===== config.mk =====
export PLATFORM = sky130hd
export DESIGN_NAME = softmax_vector_forward
export DESIGN_NICKNAME = d
export VERILOG_FILES = /design/src/hw/rtl/svf_pkg.sv /design/src/hw/rtl/softmax_vector_forward.sv /design/src/hw/rtl/svf_front.sv /design/src/hw/rtl/svf_job_fifo.sv /design/src/hw/rtl/svf_exp.sv /design/src/hw/rtl/svf_back.sv
export SDC_FILE = /design/constraint.sdc
export NUM_CORES = 2
export LEC_CHECK = 0
export ABC_CLOCK_PERIOD_IN_PS = 7500
export BUFFER_PORTS_ARGS = -buffer_cell sky130_fd_sc_hd__buf_2
export CAP_MARGIN = 20
export CORE_ASPECT_RATIO = 1.2
export CORE_MARGIN = 2
export CORE_UTILIZATION = 58
export DETAILED_ROUTE_END_ITERATION = 7
export HOLD_SLACK_MARGIN = 0.15
export PLACE_DENSITY = 0.77
export REMOVE_ABC_BUFFERS = 1
export SYNTH_ARGS = -nofsm -noshare
export SYNTH_HDL_FRONTEND = slang
export SYNTH_HIERARCHICAL = 1
export SYNTH_SLANG_ARGS = --single-unit

===== constraint.sdc =====
create_clock -name clk_i -period 7.5 [get_ports clk_i]
set_clock_uncertainty 0.15 [all_clocks]
set_input_delay 0.75 -clock clk_i [delete_from_list [all_inputs] [get_ports clk_i]]
set_output_delay 0.75 -clock clk_i [all_outputs]
set_load 0.02 [all_outputs]

===== src/hw/rtl/svf_pkg.sv =====
// ----------------------------------------------------------------------------
// svf_pkg
// Shared types, constants and the 2^(-i/16) table for the softmax block.
// ----------------------------------------------------------------------------
`default_nettype none

package svf_pkg;

  // Maximum number of stored elements per vector
  localparam int unsigned VecLen = 16;
  localparam int unsigned CntW   = $clog2(VecLen + 1);
  localparam int unsigned IdxW   = (VecLen > 1) ? $clog2(VecLen) : 1;

  localparam int unsigned ScoreW = 16;
  localparam int unsigned ProbW  = 16;
  localparam int unsigned EIdxW  = 6;
  localparam int unsigned ExpW   = 17;  // exp value, 65536 means 1.0
  localparam int unsigned SumW   = 23;  // Q7.16 sum

  localparam logic [16:0]     Log2eQ16 = 17'd94549;
  localparam logic [SumW-1:0] SumMax   = {SumW{1'b1}};

  // Vector handed from the front end to the back end
  typedef struct packed {
    logic [CntW-1:0]          n;
    logic signed [ScoreW-1:0] max;
  } job_t;

  // Read request into the element store
  typedef struct packed {
    logic            en;
    logic [IdxW-1:0] addr;
  } rd_req_t;

  // round(65536 * 2^(-i/16)), i = 0..16
  function automatic logic [16:0] pow2_lut(input logic [4:0] i);
    logic [16:0] v;
    case (i)
      5'd0:    v = 17'd65536;
      5'd1:    v = 17'd62757;
      5'd2:    v = 17'd60097;
      5'd3:    v = 17'd57549;
      5'd4:    v = 17'd55109;
      5'd5:    v = 17'd52773;
      5'd6:    v = 17'd50535;
      5'd7:    v = 17'd48393;
      5'd8:    v = 17'd46341;
      5'd9:    v = 17'd44376;
      5'd10:   v = 17'd42495;
      5'd11:   v = 17'd40693;
      5'd12:   v = 17'd38968;
      5'd13:   v = 17'd37316;
      5'd14:   v = 17'd35734;
      5'd15:   v = 17'd34219;
      default: v = 17'd32768;
    endcase
    return v;
  endfunction

endpackage

`default_nettype wire


===== src/hw/rtl/softmax_vector_forward.sv =====
// ----------------------------------------------------------------------------
// softmax_vector_forward
// Max-shifted fixed-point softmax over one vector of up to 16 scores.
//
//  channel   dir  handshake           payload
//  command   in   start / busy        score_i, last_in_i
//  result    out  valid_o strobe      prob_o, elem_index_o, last_out_o
//
// Elements load one per cycle while busy is low. On the element marked last,
// busy rises and the back end walks the vector: a pipelined exp sum pass,
// then per element a store read, the 4-stage exp unit and a 17-step
// restoring divider, which yields one result per element.
// Each result is on the ports for one cycle; the receiver cannot stall.
// Reset clears count, maximum, queue and sequencer; the store is not cleared.
// ----------------------------------------------------------------------------
`default_nettype none

module softmax_vector_forward (
  input  wire logic                              clk_i,
  input  wire logic                              rst_ni,
  input  wire logic                              start,
  output logic                                   busy,
  input  wire logic signed [svf_pkg::ScoreW-1:0] score_i,
  input  wire logic                              last_in_i,
  output logic                                   valid_o,
  output logic [svf_pkg::ProbW-1:0]              prob_o,
  output logic [svf_pkg::EIdxW-1:0]              elem_index_o,
  output logic                                   last_out_o
);
  import svf_pkg::*;

  logic    accept, push, pop, empty, idle;
  job_t    job_in, job_out;
  rd_req_t rd_req;
  logic [ScoreW-1:0] rd_data;

  assign busy   = !empty || !idle;
  assign accept = start && !busy;

  svf_front u_front (
    .clk_i     (clk_i),
    .rst_ni    (rst_ni),
    .accept_i  (accept),
    .score_i   (score_i),
    .last_in_i (last_in_i),
    .push_o    (push),
    .job_o     (job_in),
    .rd_req_i  (rd_req),
    .rd_data_o (rd_data)
  );

  svf_job_fifo u_fifo (
    .clk_i   (clk_i),
    .rst_ni  (rst_ni),
    .push_i  (push),
    .job_i   (job_in),
    .pop_i   (pop),
    .empty_o (empty),
    .job_o   (job_out)
  );

  svf_back u_back (
    .clk_i        (clk_i),
    .rst_ni       (rst_ni),
    .job_vld_i    (!empty),
    .job_i        (job_out),
    .pop_o        (pop),
    .idle_o       (idle),
    .rd_req_o     (rd_req),
    .rd_data_i    (rd_data),
    .valid_o      (valid_o),
    .prob_o       (prob_o),
    .elem_index_o (elem_index_o),
    .last_out_o   (last_out_o)
  );

`ifndef SYNTHESIS
  // Results only appear while a vector is being processed
  a_out_in_busy: assert property (@(posedge clk_i) disable iff (!rst_ni)
    valid_o |-> busy) else $error("result outside busy window");

  // The last result of a vector is followed by a gap
  a_last_gap: assert property (@(posedge clk_i) disable iff (!rst_ni)
    valid_o && last_out_o |=> !valid_o) else $error("result right after last");

  // Busy only rises after an accepted last-flagged transaction
  a_busy_rise: assert property (@(posedge clk_i) disable iff (!rst_ni)
    $rose(busy) |-> $past(start && last_in_i)) else $error("busy rose unprompted");
`endif

endmodule

`default_nettype wire


===== src/hw/rtl/svf_front.sv =====
// ----------------------------------------------------------------------------
// svf_front
// Accepts elements, stores them, tracks count and maximum, emits vector jobs.
// ----------------------------------------------------------------------------
`default_nettype none

module svf_front (
  input  wire logic                           clk_i,
  input  wire logic                           rst_ni,
  input  wire logic                           accept_i,
  input  wire logic signed [svf_pkg::ScoreW-1:0] score_i,
  input  wire logic                           last_in_i,
  output logic                                push_o,
  output svf_pkg::job_t                       job_o,
  input  wire svf_pkg::rd_req_t               rd_req_i,
  output logic [svf_pkg::ScoreW-1:0]          rd_data_o
);
  import svf_pkg::*;

  logic [ScoreW-1:0]        store_q [VecLen];
  logic [CntW-1:0]          cnt_q, cnt_d, cnt_new;
  logic signed [ScoreW-1:0] max_q, max_d, max_new;
  logic                     room;

  // Element goes in only while the vector has room
  always_comb begin
    room    = (cnt_q < CntW'(VecLen));
    cnt_new = cnt_q;
    max_new = max_q;
    if (room) begin
      cnt_new = cnt_q + CntW'(1);
      if (score_i > max_q) max_new = score_i;
    end
    cnt_d = cnt_q;
    max_d = max_q;
    if (accept_i) begin
      if (last_in_i) begin
        cnt_d = '0;
        max_d = {1'b1, {(ScoreW-1){1'b0}}};
      end else begin
        cnt_d = cnt_new;
        max_d = max_new;
      end
    end
  end

  assign push_o    = accept_i && last_in_i;
  assign job_o.n   = cnt_new;
  assign job_o.max = max_new;

  always_ff @(posedge clk_i or negedge rst_ni) begin
    if (!rst_ni) begin
      cnt_q <= '0;
      max_q <= {1'b1, {(ScoreW-1){1'b0}}};
    end else begin
      cnt_q <= cnt_d;
      max_q <= max_d;
    end
  end

  // Element store: one write, one registered read
  always_ff @(posedge clk_i) begin
    if (accept_i && room) store_q[cnt_q[IdxW-1:0]] <= score_i;
    if (rd_req_i.en) rd_data_o <= store_q[rd_req_i.addr];
  end

endmodule

`default_nettype wire


===== src/hw/rtl/svf_job_fifo.sv =====
// ----------------------------------------------------------------------------
// svf_job_fifo
// Two-entry queue of vector jobs between front end and back end.
// ----------------------------------------------------------------------------
`default_nettype none

module svf_job_fifo (
  input  wire logic          clk_i,
  input  wire logic          rst_ni,
  input  wire logic          push_i,
  input  wire svf_pkg::job_t job_i,
  input  wire logic          pop_i,
  output logic               empty_o,
  output svf_pkg::job_t      job_o
);
  import svf_pkg::*;

  job_t       mem_q [2];
  logic       wp_q, rp_q;
  logic [1:0] cnt_q;

  assign empty_o = (cnt_q == 2'd0);
  assign job_o   = mem_q[rp_q];

  always_ff @(posedge clk_i) begin
    if (push_i && cnt_q != 2'd2) mem_q[wp_q] <= job_i;
  end

  // Pointers and fill level
  always_ff @(posedge clk_i or negedge rst_ni) begin
    if (!rst_ni) begin
      wp_q  <= 1'b0;
      rp_q  <= 1'b0;
      cnt_q <= 2'd0;
    end else begin
      if (push_i && cnt_q != 2'd2) wp_q <= ~wp_q;
      if (pop_i && !empty_o) rp_q <= ~rp_q;
      case ({push_i && cnt_q != 2'd2, pop_i && !empty_o})
        2'b10:   cnt_q <= cnt_q + 2'd1;
        2'b01:   cnt_q <= cnt_q - 2'd1;
        default: cnt_q <= cnt_q;
      endcase
    end
  end

endmodule

`default_nettype wire


===== src/hw/rtl/svf_exp.sv =====
// ----------------------------------------------------------------------------
// svf_exp
// Four-stage exp(x - max) unit: log2(e) scaling, table lookup, interpolation.
// ----------------------------------------------------------------------------
`default_nettype none

module svf_exp (
  input  wire logic                              clk_i,
  input  wire logic                              rst_ni,
  input  wire logic                              valid_i,
  input  wire logic signed [svf_pkg::ScoreW-1:0] x_i,
  input  wire logic signed [svf_pkg::ScoreW-1:0] max_i,
  output logic                                   valid_o,
  output logic [svf_pkg::ExpW-1:0]               e_o
);
  import svf_pkg::*;

  logic signed [ScoreW:0] dif;
  logic [32:0]            prod;
  logic [24:0]            u_q;
  logic [16:0]            tab0, tab1, tabd;
  logic [16:0]            t0_q, t0b_q;
  logic [11:0]            dif_q, r_q;
  logic [4:0]             n_q, nb_q;
  logic                   big_q, bigb_q;
  logic [23:0]            mul_q;
  logic [16:0]            v;
  logic [2:0]             vld_q;

  // Stage 1: |d| * log2(e)
  always_comb begin
    dif  = {max_i[ScoreW-1], max_i} - {x_i[ScoreW-1], x_i};
    prod = 33'(dif[ScoreW-1:0]) * 33'(Log2eQ16);
  end

  // Stage 2: table pair around the fraction
  always_comb begin
    tab0 = pow2_lut({1'b0, u_q[15:12]});
    tab1 = pow2_lut({1'b0, u_q[15:12]} + 5'd1);
    tabd = tab0 - tab1;
  end

  // Stage 4: interpolate and shift by the integer part
  always_comb begin
    v = t0b_q - {5'd0, mul_q[23:12]};
  end

  always_ff @(posedge clk_i) begin
    u_q    <= prod[32:8];
    t0_q   <= tab0;
    dif_q  <= tabd[11:0];
    r_q    <= u_q[11:0];
    n_q    <= u_q[20:16];
    big_q  <= (u_q[24:16] >= 9'd17);
    mul_q  <= 24'(dif_q) * 24'(r_q);
    t0b_q  <= t0_q;
    nb_q   <= n_q;
    bigb_q <= big_q;
    e_o    <= bigb_q ? '0 : (v >> nb_q);
  end

  always_ff @(posedge clk_i or negedge rst_ni) begin
    if (!rst_ni) begin
      vld_q   <= '0;
      valid_o <= 1'b0;
    end else begin
      vld_q   <= {vld_q[1:0], valid_i};
      valid_o <= vld_q[2];
    end
  end

endmodule

`default_nettype wire


===== src/hw/rtl/svf_back.sv =====
// ----------------------------------------------------------------------------
// svf_back
// Walks a stored vector twice: exp sum pass, then per-element division.
// ----------------------------------------------------------------------------
`default_nettype none

module svf_back (
  input  wire logic                           clk_i,
  input  wire logic                           rst_ni,
  input  wire logic                           job_vld_i,
  input  wire svf_pkg::job_t                  job_i,
  output logic                                pop_o,
  output logic                                idle_o,
  output svf_pkg::rd_req_t                    rd_req_o,
  input  wire logic [svf_pkg::ScoreW-1:0]     rd_data_i,
  output logic                                valid_o,
  output logic [svf_pkg::ProbW-1:0]           prob_o,
  output logic [svf_pkg::EIdxW-1:0]           elem_index_o,
  output logic                                last_out_o
);
  import svf_pkg::*;

  typedef enum logic [5:0] {
    S_IDLE = 6'b000001,
    S_SUM  = 6'b000010,
    S_RD   = 6'b000100,
    S_EXP  = 6'b001000,
    S_DIV  = 6'b010000,
    S_PAD  = 6'b100000
  } state_e;

  state_e                   st_q;
  logic [CntW-1:0]          n_q, rd_cnt_q, acc_cnt_q, idx_q;
  logic signed [ScoreW-1:0] max_q;
  logic [SumW-1:0]          sum_q;
  logic [SumW:0]            sum_add;
  logic                     rd_vld_q;
  logic                     e_vld;
  logic [ExpW-1:0]          e;
  logic [SumW-1:0]          rem_q;
  logic [ExpW-1:0]          dvd_q, quo_q;
  logic [4:0]               step_q;
  logic [SumW:0]            trial;
  logic                     qbit;
  logic [ExpW-1:0]          quo_n;

  svf_exp u_exp (
    .clk_i   (clk_i),
    .rst_ni  (rst_ni),
    .valid_i (rd_vld_q),
    .x_i     (rd_data_i),
    .max_i   (max_q),
    .valid_o (e_vld),
    .e_o     (e)
  );

  assign idle_o = (st_q == S_IDLE);
  assign pop_o  = idle_o && job_vld_i;

  // Read issue: pipelined in the sum pass, one per element in the divide pass
  always_comb begin
    rd_req_o.en   = 1'b0;
    rd_req_o.addr = rd_cnt_q[IdxW-1:0];
    if (st_q == S_SUM && rd_cnt_q < n_q) begin
      rd_req_o.en = 1'b1;
    end else if (st_q == S_RD) begin
      rd_req_o.en   = 1'b1;
      rd_req_o.addr = idx_q[IdxW-1:0];
    end
  end

  // Saturating accumulate and one restoring divide step
  always_comb begin
    sum_add = {1'b0, sum_q} + (SumW+1)'(e);
    trial   = {rem_q, dvd_q[ExpW-1]} - {1'b0, sum_q};
    qbit    = !trial[SumW];
    quo_n   = {quo_q[ExpW-2:0], qbit};
  end

  always_ff @(posedge clk_i) begin
    unique case (st_q)
      S_EXP: begin
        rem_q <= SumW'(e >> 1);
        dvd_q <= {e[0], {(ExpW-1){1'b0}}};
        quo_q <= '0;
      end
      S_DIV: begin
        rem_q <= qbit ? trial[SumW-1:0] : {rem_q[SumW-2:0], dvd_q[ExpW-1]};
        dvd_q <= {dvd_q[ExpW-2:0], 1'b0};
        quo_q <= quo_n;
      end
      default: ;
    endcase
    if (st_q == S_DIV && step_q == 5'(ExpW-1)) begin
      if (sum_q == '0)       prob_o <= '0;
      else if (quo_n[ExpW-1]) prob_o <= {ProbW{1'b1}};
      else                    prob_o <= quo_n[ProbW-1:0];
      elem_index_o <= EIdxW'(idx_q);
      last_out_o   <= (idx_q == n_q - CntW'(1));
    end
  end

  // Control sequencer
  always_ff @(posedge clk_i or negedge rst_ni) begin
    if (!rst_ni) begin
      st_q      <= S_IDLE;
      n_q       <= '0;
      max_q     <= '0;
      rd_cnt_q  <= '0;
      acc_cnt_q <= '0;
      idx_q     <= '0;
      sum_q     <= '0;
      step_q    <= '0;
      rd_vld_q  <= 1'b0;
      valid_o   <= 1'b0;
    end else begin
      rd_vld_q <= rd_req_o.en;
      valid_o  <= 1'b0;
      unique case (st_q)
        S_IDLE: begin
          if (job_vld_i) begin
            n_q       <= job_i.n;
            max_q     <= job_i.max;
            rd_cnt_q  <= '0;
            acc_cnt_q <= '0;
            sum_q     <= '0;
            idx_q     <= '0;
            st_q      <= S_SUM;
          end
        end
        S_SUM: begin
          if (rd_req_o.en) rd_cnt_q <= rd_cnt_q + CntW'(1);
          if (e_vld) begin
            sum_q     <= sum_add[SumW] ? SumMax : sum_add[SumW-1:0];
            acc_cnt_q <= acc_cnt_q + CntW'(1);
            if (acc_cnt_q + CntW'(1) == n_q) st_q <= S_RD;
          end
        end
        S_RD: st_q <= S_EXP;
        S_EXP: begin
          if (e_vld) begin
            step_q <= '0;
            st_q   <= S_DIV;
          end
        end
        S_DIV: begin
          step_q <= step_q + 5'd1;
          if (step_q == 5'(ExpW-1)) begin
            valid_o <= 1'b1;
            st_q    <= S_PAD;
          end
        end
        S_PAD: begin
          if (idx_q == n_q - CntW'(1)) begin
            st_q <= S_IDLE;
          end else begin
            idx_q <= idx_q + CntW'(1);
            st_q  <= S_RD;
          end
        end
        default: st_q <= S_IDLE;
      endcase
    end
  end

endmodule

`default_nettype wire


== Word-level counts from Yosys, hierarchy flattened ==
Memory sizes are Yosys's and may differ from the RTL's. A register that Yosys moved wholly into a read port is not among the register bits.
Cells that the tools add are included.
W data, S select, Z words.
Storage, ports and cells
  bits in registers: 294
  memory bits (writable): 298
  logic and storage cells: 146
  bits in read-only memories: 544
  output and inout port bits: 25
  memories: 4
Cells by class
  add/subtract/negate cells: 14
  $mul: 2
  magnitude comparators: 4
  muxes and demuxes: 41
  shifts and indexed selects: 1
  reductions and logical operators: 26
  bitwise logic cells: 3
  equality and inequality tests: 19
Memories
  (no name shown): words 16, bits a word 17, read ports 1, clocked after memory_dff 1, wr ports 0, RTL line svf_pkg.sv:38  | case (i)
  (no name shown): words 16, bits a word 17, read ports 1, clocked after memory_dff 0, wr ports 0, RTL line svf_pkg.sv:38
  u_front.store_q: words 16, bits a word 16, read ports 1, clocked after memory_dff 1, wr ports 1, RTL line svf_front.sv:20  | logic [ScoreW-1:0] store_q [VecLen];
  u_fifo.mem_q: words 2, bits a word 21, read ports 1, clocked after memory_dff 1, wr ports 1, RTL line svf_job_fifo.sv:18  | job_t mem_q [2];
Operators by type and width (number)
  $mux W23: 4
  $pmux W23 S2: 2
  $mux W16: 4
  $mux W5: 8
  $pmux W5 S2: 4
  $pmux W6 S6: 1
  $pmux W17 S2: 1
  $mul A16 B17 Y33 const B: 1
  $pmux W16 S2: 1
  $mux W6: 5
  $add A5 B1 Y5 const B: 5
  $add A23 B17 Y24: 1
  $mul A12 B12 Y24: 1
  $sub A24 B23 Y24: 1
  $logic_not A23 Y1: 1
  $shr A17 B5 Y17: 1
  $sub A17 B12 Y17: 1
  $gt A16 B16 Y1: 1
  $sub A16 B16 Y16: 1
  $ne A2 B2 Y1 const B: 7
  $mux W12: 1
  $sub A12 B12 Y12: 1
  $eq A5 B5 Y1: 2
  $ge A9 B5 Y1 const B: 1
  other kinds (29): 54

== Longest topological paths before layout ==
  depth in word-level cells: 9
  gate-level depth with buffers: 36
  mapped depth without buffers: 36

== By module ==
The synthesis kept the hierarchy.
By module, submodules not included
  svf_exp: cells an instance 1617, seq. area each 2922.8 sq um, area an instance 15068.2 sq um, times used 1
  svf_front: cells an instance 598, seq. area each 8694.6 sq um, area an instance 12015.3 sq um, times used 1
  svf_back: cells an instance 834, seq. area each 3664.8 sq um, area an instance 7990.2 sq um, times used 1
  svf_job_fifo: cells an instance 83, seq. area each 1361.3 sq um, area an instance 1709.1 sq um, times used 1
  softmax_vector_forward: cells an instance 3, seq. area each 0.0 sq um, area an instance 13.8 sq um, times used 1

== Worst setup path before layout ==
Ideal clock, no wire load.
  kind: register -> register
  start point: register u_back.max_q[0]
  end point: register u_back/u_exp/tab0[2] (netlist name)
  setup slack: -0.544 ns
  stages on the path, launching flop included: 35
  buffers on the path: 0
  data required time: 7.292 ns
  setup time: 0.058 ns
  data arrival time: 7.837 ns
  clock period less this slack: 8.044 ns
  cells stage by stage: dfrtp_1 > inv_1 > ha_1 > inv_1 > fa_1 > a21o_1 > a21oi_1 > o21bai_1 > a21oi_1 > o21bai_1 > a21oi_1 > nor2b_1 > xnor2_1 > ha_1 > inv_1 > fa_1 > inv_1 > fa_1 > fa_1 > inv_1 > fa_1 > fa_1 > inv_1 > ha_1 > and4_1 > nand3_1 > a211oi_1 > o21ai_1 > nand2b_1 > a21oi_1 > xnor2_1 > inv_1 > ha_1 > mux4_2 > inv_1
Between the ends
  longest elaborated chain between the ends: 2
RTL lines
  from (decl): RTL line svf_back.sv:34  | logic signed [ScoreW-1:0] max_q;
  from (signal assigned): RTL line svf_back.sv:123  | max_q <= job_i.max;
  $sub A16 B16 Y16: RTL line svf_exp.sv:32  | dif = {max_i[ScoreW-1], max_i} - {x_i[ScoreW-1], x_i};
  $mul A16 B17 Y33: RTL line svf_exp.sv:33  | prod = 33'(dif[ScoreW-1:0]) * 33'(Log2eQ16);
  named net u_back.u_exp.prod[21]: RTL line svf_exp.sv:19  | logic [32:0] prod;
The timed path passes the listed nets, and every way through them passes these cells.
A chain may end at the register's enable or synchronous reset.

== Worst setup path in the final report ==
  start point: register u_back.max_q[0]
  end point: register u_back/u_exp/tab0[8] (netlist name)
Between the ends
  longest elaborated chain between the ends: 2
RTL lines (RTL line)
  $sub A16 B16 Y16: svf_exp.sv:32
  $mul A16 B17 Y33: svf_exp.sv:33
  named net u_back.u_exp.prod[21]: svf_exp.sv:19
The timed path passes the listed nets, and every way through them passes these cells.

==> impl_summary.txt <==
----------------------------------------------------
[Power and ir drop]
  Reported leakage power ... 0.0180 uW
  Areal power density over the cells ... 165 nW/um^2
  Peak supply drop ... 0.245 mV

[Global routing]
  Gr ovfl total ... 0
  Via count of the first global-routing pass ... 25.9k
  Largest net degree at the start of global routing ... 65
  Number of antenna violations at the first check in global routing ... 1
  GRT Util Overall ... 0.263
  First-pass GRT wire length ... 135 mm

[Setup path]
  Last element of the critical path ... u_back/u_exp/tab0[8]$_DFF_P_
  Data arrival time of the critical path ... 8190 ps
  Required time at the worst-slack endpoint ... 7900 ps
  Crit start category ... flop
  Critical path start-end classification ... flop to flop
  Terminus of the critical flop-to-flop path ... u_back/u_exp/tab0[8]$_DFF_P_
  Critical Path Fanout Max ... 3
  FF-to-FF path depth ... 36
  Worst path most repeated cell ... sky130_fd_sc_hd__inv_2
  Launch instance of the worst register-to-register path ... u_back/max_q[0]$_DFFE_PN0P_
  Startpoint of the most critical setup path ... u_back/max_q[0]$_DFFE_PN0P_
  Crit path largest cell delay ... 560 ps
  Slack of the worst reg-to-reg path ... -290 ps
  Kind of end point of the critical path ... flop
  Cell with the largest stage delay on the worst path ... sky130_fd_sc_hd__fa_1

[STA]
  Hold slack ... 165 ps
  Unrepaired setup endpoints after global routing ... true
  Number of setup violations in the final report ... 22
  Worst Slack Setup Final ... -289 ps
  Tightest Pin Transition ... 1010 ps
  Final count of hold timing violations ... 0
  Worst slew margin relative to its limit ... 0.320
  Count of final max-slew check failures ... 0
  Setup TNS ... -3640 ps
  F_max ... 128 MHz
  Period utilization ... 1.04
  Post-route minimum period ... 7790 ps

[Min path]
  Worst Hold Class ... flop to flop

[CTS]
  Clock root cell ... sky130_fd_sc_hd__clkbuf_16
  CTS Buffer Depth ... 3
  Clock latency at the later pin of the worst-skew pair ... 650 ps
  Sinks on the clock net ... 618
  Count of H-tree levels built during CTS ... 2
  CTS tree ... built
  Clock buffers created by TritonCTS ... 60
  Reg clk slew, reported paths ... 70 ps

[Synth]
  Share of synthesized flip-flops with an asynchronous set or reset ... 0.163
  Mean Syn Cell Area ... 11.7 sq um
  Syn. warnings ... 6
  Post-Syn Instances ... 3135
  Synth unique cells ... 105
  Area of the mapped netlist ... 36800 sq um
  Proportion of synthesized chip area in sequential cells ... 0.452
  Register bit count reported by yosys ... 618
  Count of flip-flops with a built-in enable after synthesis ... 376
  Most frequently used flop master after synthesis ... sky130_fd_sc_hd__edfxtp_1

[Die]
  Total I/O pin count ... 45
  Effective utilization at floorplan ... 0.584
  Area of the die ... 65500 sq um
  Row Count ... 101
  Chip height ... 280 um
  Core area ... 63100 sq um
  Floorplan die width ... 234 um

[Placed design]
  Final RePlAce weighted congestion ... 0.887
  Port Buffer Count ... 43
  Half-perimeter wire length after detailed placement ... 58.5 mm

[Cells and area]
  Post-synthesis to final-layout area growth ... 13.9%
  Layout cell share with drive strength beyond 1 ... 0.175
  Number of nets at the end of the flow ... 3820
  Diodes inserted ... 0

[Flow run]
  Max Cap Violations ... 0

[Detailed routing]
  Number of optimization iterations in the first detailed-route pass ... 5
  Count of unresolved DRC violations after routing ... 0
  Average wire length per cell after detail routing ... 20.5 um
  Routed Antenna Nets ... 0
  Initial drt markers ... 1779
  Vias per Instance ... 5.92
  Via count of the routed design ... 24.8k
  Wire length after detailed routing ... 85.8 mm

[Status]
  Status ... finished, violations left
  Violated checks ... negative setup slack

----------------------------------------------------
==> sequential cells by signal, summed over array words and instances (netlist names), 6 cells and up <==
| name | count |
|---|---|
| u_front/store_q | 256 |
| u_fifo/mem_q | 42 |
| u_back/u_exp/u_q | 25 |
| u_back/rem_q | 23 |
| u_back/sum_q | 23 |
| u_back/u_exp/e_o | 17 |
| u_back/u_exp/t0_q | 17 |
| u_back/u_exp/t0b_q | 17 |
| u_back/u_exp/tab0 | 17 |
| u_back/max_q | 16 |
| u_back/prob_o | 16 |
| u_back/quo_q | 16 |
| u_front/max_q | 16 |
| u_front/rd_data_o | 16 |
| u_back/u_exp/dif_q | 12 |
| u_back/u_exp/mul_q | 12 |
| u_back/u_exp/r_q | 12 |
| u_back/st_q | 6 |
==> worst max-delay path, delay by kind of cell, from the launching register on <==
kind                       cells  cell delay (ps)
adders and majority gates     10             3460
AOI/OAI and AO/OA             11             1830
buffers and inverters         10              690
muxes                          1              480
DFF                            1              400
and+or+nand+nor                2              340
xor gates and xnor gates       2              300
==> final cells by class <==
cell class | instances | area, sq um
clock buffer | 69 | 1570
clock inverter | 43 | 578
fill | 4396 | 21100
inverter | 376 | 1420
multi-input combinational | 2032 | 18900
sequential | 618 | 16600
tap | 824 | 1030
timing repair buffer | 224 | 1740
==> how the worst min path moves through the flow <==
| stage | to | startpoint | slack (ps) | cells past startpoint |
|---|---|---|---|---|
| 2_1_floorplan | u_back/u_exp/bigb_q$_DFF_P_ | u_back/u_exp/big_q$_DFF_P_ | 160 | 0 |
| 3_3_place_gp | u_back/u_exp/t0b_q[11]$_DFF_P_ | u_back/u_exp/t0_q[11]$_DFF_P_ | 160 | 0 |
| 3_5_place_dp | u_back/u_exp/r_q[0]$_DFF_P_ | u_back/u_exp/u_q[0]$_DFF_P_ | 160 | 0 |
| 4_1_cts | u_back/u_exp/n_q[4]$_DFF_P_ | u_back/u_exp/u_q[20]$_DFF_P_ | 150 | 0 |
| 5_1_grt | u_back/u_exp/r_q[10]$_DFF_P_ | u_back/u_exp/u_q[10]$_DFF_P_ | 180 | 0 |
| 6_report | u_back/u_exp/r_q[2]$_DFF_P_ | u_back/u_exp/u_q[2]$_DFF_P_ | 160 | 0 |
==> cell usage in the layout (no fill, tap or decap), types with 36 or more instances in the layout <==
master and count:
sky130_fd_sc_hd__buf_4 142, sky130_fd_sc_hd__fa_1 180, sky130_fd_sc_hd__dfrtp_1 99, sky130_fd_sc_hd__xnor2_1 70
sky130_fd_sc_hd__ha_1 287, sky130_fd_sc_hd__inv_1 352, sky130_fd_sc_hd__nand3_1 42, sky130_fd_sc_hd__mux2i_1 39
sky130_fd_sc_hd__dfxtp_1 141, sky130_fd_sc_hd__and2_1 74, sky130_fd_sc_hd__edfxtp_1 376, sky130_fd_sc_hd__a21oi_1 92
sky130_fd_sc_hd__nand4_1 36, sky130_fd_sc_hd__xor2_1 51, sky130_fd_sc_hd__nor2_1 192, sky130_fd_sc_hd__mux4_2 85
sky130_fd_sc_hd__nand2_1 282, sky130_fd_sc_hd__buf_2 43, sky130_fd_sc_hd__clkbuf_16 61, sky130_fd_sc_hd__o21ai_0 82
==> through the flow <==
stage	total power [uW]	util	area, sq um	std cells	worst slack, ps
after floorplan	3690	-	36300	3026	-544
after global placement	3740	0.611	38500	4017	-359
after detailed placement	3740	0.611	38600	4018	-542
after CTS	6970	0.654	41300	4162	-227
after global routing	7100	0.665	41900	4186	-615
final	6910	0.665	41900	4186	-289
==> cells in the mapped netlist (all sizes together) (7+ instances only) <==
master / n / area [sq um]
a211oi: 30 / 225
a21boi: 8 / 60.1
a21o: 35 / 263
a21oi: 103 / 519
a31oi: 25 / 171
and2: 74 / 463
and3: 22 / 139
buf: 25 / 160
clkbuf: 84 / 317
dfrtp: 99 / 2480
dfxtp: 141 / 2820
edfxtp: 376 / 11300
fa: 182 / 3640
ha: 306 / 3830
inv: 372 / 1400
mux2: 51 / 612
mux2i: 39 / 390
mux4: 85 / 1910
nand2: 291 / 1100
nand2b: 15 / 93.8
nand3: 43 / 215
nand4: 37 / 246
nor2: 197 / 739
nor2b: 18 / 115
nor3: 36 / 180
nor4: 15 / 93.8
o211ai: 9 / 81.3
o21a: 23 / 174
o21ai: 107 / 547
o21bai: 11 / 82.6
o22ai: 11 / 68.8
o311ai: 12 / 105
o31a: 7 / 62.6
o31ai: 8 / 65.1
or2: 13 / 83.8
or3: 9 / 62.6
xnor2: 82 / 737
xor2: 53 / 472
==> power by group <==
| part | switching [uW] | internal (uW) | leakage [uW] |
|---|---|---|---|
| Sequential | 0.0000266 | 3600 | 0.00584 |
| Combinational | 56.9 | 17.9 | 0.0111 |
| Clock | 1350 | 1900 | 0.00103 |
==> repair_timing <==
action,4_1_cts,5_1_grt
setup buffers,28,27
setup endpoints to repair,25,30
endpoints found under the hold margin,56,0
resized for setup,76,97
gates cloned,0,1
hold buffers,4,0
pin swaps,48,74
==> metal layers <==
metal | routed length, um | vias up | global-route usage
met5 | 13 | - | 0
met4 | 3270 | 2 | 0.0917
met3 | 4080 | 229 | 0.0330
met2 | 45300 | 842 | 0.472
met1 | 33200 | 12400 | 0.325
li1 | - | 11300 | -
==> kinds of logic after synthesis <==
| kind of cell | count (synthesis) | share of synthesized area |
|---|---|---|
| DFF | 618 | 0.452 |
| xor gates and xnor gates | 135 | 0.0328 |
| buffers and inverters | 485 | 0.0513 |
| adders and majority gates | 488 | 0.203 |
| AOI/OAI and AO/OA | 442 | 0.0802 |
| other | 1 | 0.000102 |
| and+or+nand+nor | 791 | 0.101 |
| muxes | 175 | 0.0793 |
No activity file was read; power rests on OpenSTA's default activity.
